==> src/hdl/fmtrh_pkg.sv <==
// Shared types and constants for the tile rectangle hit test unit.
// Field widths, register indexes, item kinds and the queued transaction type.
// No dependencies.
`default_nettype none

package fmtrh_pkg;

    // fixed field widths
    localparam int SLOT_W   = 8;
    localparam int IN_POS_W = 16;
    localparam int SPAN_W   = 12;
    localparam int FLAG_W   = 16;
    localparam int COORD_W  = 12;
    localparam int COUNT_W  = 9;
    localparam int MASK_W   = 16;
    localparam int HIDX_W   = 8;

    // configuration port
    localparam int CFG_ADDR_W = 2;
    localparam int CFG_DATA_W = 16;
    localparam logic [CFG_ADDR_W-1:0] REG_ENTRY_COUNT    = 2'd0;
    localparam logic [CFG_ADDR_W-1:0] REG_ACTIVE_MASK    = 2'd1;
    localparam logic [CFG_ADDR_W-1:0] REG_COLLISION_MASK = 2'd2;

    localparam logic [COUNT_W-1:0] ENTRY_COUNT_RST    = 9'd0;
    localparam logic [MASK_W-1:0]  ACTIVE_MASK_RST    = 16'd1;
    localparam logic [MASK_W-1:0]  COLLISION_MASK_RST = 16'd2;

    // item kinds
    localparam logic KIND_WRITE = 1'b0;
    localparam logic KIND_QUERY = 1'b1;

    // parameter defaults
    localparam int DEF_MAX_ENTRIES = 256;
    localparam int DEF_TILE_SHIFT  = 4;
    localparam int DEF_POS_WIDTH   = 16;

    // depth of the queue between front and back
    localparam int QUEUE_DEPTH = 2;

    typedef struct packed {
        logic                kind;
        logic [SLOT_W-1:0]   entry_slot;
        logic [IN_POS_W-1:0] pos_x;
        logic [IN_POS_W-1:0] pos_y;
        logic [SPAN_W-1:0]   span_w;
        logic [SPAN_W-1:0]   span_h;
        logic                has_script;
        logic [FLAG_W-1:0]   entry_flags;
        logic [COORD_W-1:0]  query_x;
        logic [COORD_W-1:0]  query_y;
    } item_t;

    typedef struct packed {
        logic  valid;
        item_t item;
    } push_t;

    typedef struct packed {
        logic  valid;
        item_t item;
    } head_t;

    typedef struct packed {
        logic [COUNT_W-1:0] entry_count;
        logic [MASK_W-1:0]  active_mask;
        logic [MASK_W-1:0]  collision_mask;
    } cfg_t;

endpackage

`default_nettype wire

==> src/hdl/fmtrh_queue.sv <==
// Short FIFO between the front end and the scan engine.
// Depends on fmtrh_pkg (item type and depth).
`default_nettype none

module fmtrh_queue
    import fmtrh_pkg::*;
(
    input  wire logic clk,
    input  wire logic rst_n,
    input  push_t     push,
    input  wire logic pop,
    output head_t     head,
    output logic      full
);

    localparam int PTR_W = (QUEUE_DEPTH > 1) ? $clog2(QUEUE_DEPTH) : 1;
    localparam int CNT_W = $clog2(QUEUE_DEPTH + 1);
    localparam logic [PTR_W-1:0] LAST_PTR = PTR_W'(QUEUE_DEPTH - 1);

    item_t            slot_reg [QUEUE_DEPTH];
    logic [PTR_W-1:0] wr_ptr_reg;
    logic [PTR_W-1:0] rd_ptr_reg;
    logic [CNT_W-1:0] cnt_reg;
    logic             do_pop;

    assign full       = (cnt_reg == CNT_W'(QUEUE_DEPTH));
    assign head.valid = (cnt_reg != '0);
    assign head.item  = slot_reg[rd_ptr_reg];
    assign do_pop     = pop && head.valid;

    always_ff @(posedge clk)
    begin
        if (push.valid)
        begin
            slot_reg[wr_ptr_reg] <= push.item;
        end
    end

    always_ff @(posedge clk or negedge rst_n)
    begin
        if (!rst_n)
        begin
            wr_ptr_reg <= '0;
            rd_ptr_reg <= '0;
            cnt_reg    <= '0;
        end
        else
        begin
            if (push.valid)
            begin
                wr_ptr_reg <= (wr_ptr_reg == LAST_PTR) ? '0 : wr_ptr_reg + PTR_W'(1);
            end
            if (do_pop)
            begin
                rd_ptr_reg <= (rd_ptr_reg == LAST_PTR) ? '0 : rd_ptr_reg + PTR_W'(1);
            end
            if (push.valid && !do_pop)
            begin
                cnt_reg <= cnt_reg + CNT_W'(1);
            end
            else if (do_pop && !push.valid)
            begin
                cnt_reg <= cnt_reg - CNT_W'(1);
            end
        end
    end

endmodule

`default_nettype wire

==> config.mk <==
export PLATFORM = sky130hd
export DESIGN_NAME = fmtrh_queue
export DESIGN_NICKNAME = d
export VERILOG_FILES = /design/src/hdl/fmtrh_pkg.sv /design/src/hdl/fmtrh_queue.sv
export SDC_FILE = /design/constraint.sdc
export NUM_CORES = 1
export LEC_CHECK = 0
export ABC_AREA = 1
export BUFFER_PORTS_ARGS = -buffer_cell sky130_fd_sc_hd__buf_2
export CORE_UTILIZATION = 38
export CTS_CLUSTER_DIAMETER = 60
export DETAILED_ROUTE_END_ITERATION = 12
export GPL_TIMING_DRIVEN = 0
export MAX_ROUTING_LAYER = met4
export PLACE_DENSITY_LB_ADDON = 0.2
export SLEW_MARGIN = 20
export SYNTH_ARGS = -nofsm -noshare
export SYNTH_HDL_FRONTEND = slang
export SYNTH_SLANG_ARGS = --single-unit
==> constraint.sdc <==
create_clock -name clk -period 6.88 [get_ports clk]
set_input_delay 0 -clock clk [delete_from_list [all_inputs] [get_ports clk]]
set_output_delay 0 -clock clk [all_outputs]
set_load 0.02 [all_outputs]
==> flow_summary.toml <==
[run_status]
outcome = "finished, final reports clean"

[critical_path]
critical-path-top-delay-family = "buffers and inverters"
crit_required_ns = 6.88
path_max_fanout = 10
path_class = "reg -> out"
critPathBufInv = 5
end_kind = "primary output"
arrival_ns = 1.82
max_stage_delay_ns = 0.36
start_kind = "flip-flop"
slowest_stage = "dfrtp_1"
path_cells = "buf_4 > inv_4 > buf_6 > buf_6 > nand2_1 > nand2_1 > buf_2"

[synth]
yosysUniqueCellTypes = 14
ys_seq_area_share_pct = 81.6
yosys_register_bits = 216
ys.warnings.count = 0
synth_area_um2 = 7930
syn_avg_cell_area_um2 = 13.6
syn_nets = 692
synthCells = 581

[detailed_routing]
antenna_left = 0
drt-pass1-iter-count = 5
drtIter0Drc = 173
wl_per_cell_um = 13.6
via_per_inst = 4.28
wl_um = 16700
drc = 0
vias = 5238

[floorplan]
die_height_um = 146
die_x_um = 146
start_util_pct = 38.9
io_pins = 218
dieArea_um2 = 21400
core_um2 = 20400
row_count = 52

[power_and_ir_drop]
powerDensity_nw_per_um2 = 405
p_leak_uw = 0.00487
power.total_uw = 4560
peakVddDrop_mv = 0.263

[cts]
path_clk_slew_ns = 0.06
cts_sinks = 216
clockRootBuffer = "clkbuf_16"
ctsHtreeMaxLevel = 1
post_cts_buffers = 0
clkLatencyLatePin_ns = 0.50
max-clock-path-buffers = 3
numCtsBuffers = 23
cts_tree = "done"

[timing]
setup_violations = 0
worst_slew_pin_slew_ns = 0.421
max_slew_margin_pct = 71.9
fin_crit_ns = 1.82
period_share_pct = 26.5
finalMaxSlewViolations = 0
hold_viol_final = 0
max_freq_mhz = 549
skew_ns = 0.00619
rsz0062_at_grt = "no"

[global_route]
grt_pass1_vias = 5326
antenna_found_initial = 0
grt_max_degree = 67
grt_pass1_wl_um = 26300
grt_overflow = 0
grt_usage_pct = 16.1

[flow_run]
drv_cap = 0

[cells_and_area]
antenna-diode-count = 0
drive_gt1_share_pct = 29.0
final_cell_area_um2 = 11300
largest_register_ffs = 212
fin_nets = 1050
area.growth.synth_to_final_pct = 42.2

[placement]
dp_hpwl_um = 10300
gp_congestion = 0.735
place_area_um2 = 9510
port_buffers = 217

[worst_hold_path]
hp-class = "in -> reg"
## worst register-to-register path, stage by stage (launching register included)
cell     delay (ns)
dfrtp_1        0.42
nand2_1        0.14
inv_6          0.35
buf_16         0.37
## cell usage in the layout (no fill, tap or decap)
cell,n
inv_4,1
clkinvlp_4,2
buf_2,233
clkinv_2,2
xor2_1,1
nor2_4,1
edfxtp_1,212
buf_12,2
inv_6,2
xnor2_1,1
nand3_1,2
clkbuf_16,23
dlygate4sd3_1,110
ha_1,1
inv_1,5
nand2_1,327
buf_4,2
nand4_1,1
nor2_1,1
clkbuf_1,7
buf_6,5
buf_16,4
clkinv_1,5
dfrtp_1,4
## cell families (layout without fill, tap and decap cells)
| kind of cell | count (synthesis) | after routing | share of synthesized area [%] |
|---|---|---|---|
| xor+xnor | 2 | 2 | 0.221 |
| fa+ha+maj | 1 | 1 | 0.158 |
| buf+inv | 30 | 403 | 2.27 |
| flops | 216 | 216 | 81.6 |
| simple gates | 332 | 332 | 15.8 |
## Yosys cell counts, drive strengths merged
cell	n	share of area (%)
xnor2	1	0.11
buf	23	1.9
nand2	327	15
nand3	2	0.13
ha	1	0.16
dfrtp	4	1.3
edfxtp	212	80
inv	7	0.36
nor2	2	0.095
xor2	1	0.11
nand4	1	0.079
## per-stage QoR
step                instances  TNS (ns)  utilization (%)  setup slack (ns)  hold WS (ns)
floorplan                 581         0                -              1.48        -0.296
global placement         1068   -153.20             45.9             -1.45        -0.186
detailed placement       1074         0             46.7              5.22        -0.185
CTS                      1224         0             55.3              4.99         0.187
global route             1224         0             55.3              4.89         0.196
finish                   1224         0             55.3              5.06         0.215
## repair_timing
action | CTS | global route
hold buffers | 110 | 0
hold endpoints to repair | 222 | 0
resized for setup | 0 | 0
## area by class of cell
type	count	area, um^2
repair buffers	333	2340
multi-input cells	335	1290
fillers	1688	9090
well taps	270	338
inverters	7	33.8
clock buffers	30	602
flip-flops and latches	216	6470
clock inverters	10	52.6
plain buffers	23	151
## layer usage
metal  share of wire, %  track usage, %
met1                 43            19.5
met2                 47            26.5
met3                7.6            4.44
met4                2.3            4.48
met5                  0               -
## path summary, 6_finish.rpt
| kind | cells past startpoint | start | to | slack (ns) |
|---|---|---|---|---|
| min in group asynchronous | 3 | rst_n | cnt_reg[1]$_DFFE_PN0P_ | 0.43 |
| max in group asynchronous | 3 | rst_n | wr_ptr_reg$_DFFE_PN0P_ | 6.28 |
| max reg2reg | 3 | wr_ptr_reg$_DFFE_PN0P_ | slot_reg[1][20]$_DFFE_PP_ | 5.22 |
| max | 7 | rd_ptr_reg$_DFFE_PN0P_ | head[72] | 5.06 |
| min | 2 | push[92] | slot_reg[0][92]$_DFFE_PP_ | 0.22 |
| min reg2reg | 2 | cnt_reg[1]$_DFFE_PN0P_ | cnt_reg[1]$_DFFE_PN0P_ | 0.49 |
## report_power, final
part	total (uW)	switching [uW]	internal, uW
registers	1800	54.7	1740
logic	1680	1140	537
clock network	1080	471	614
No activity file was read; power rests on OpenSTA's default activity.
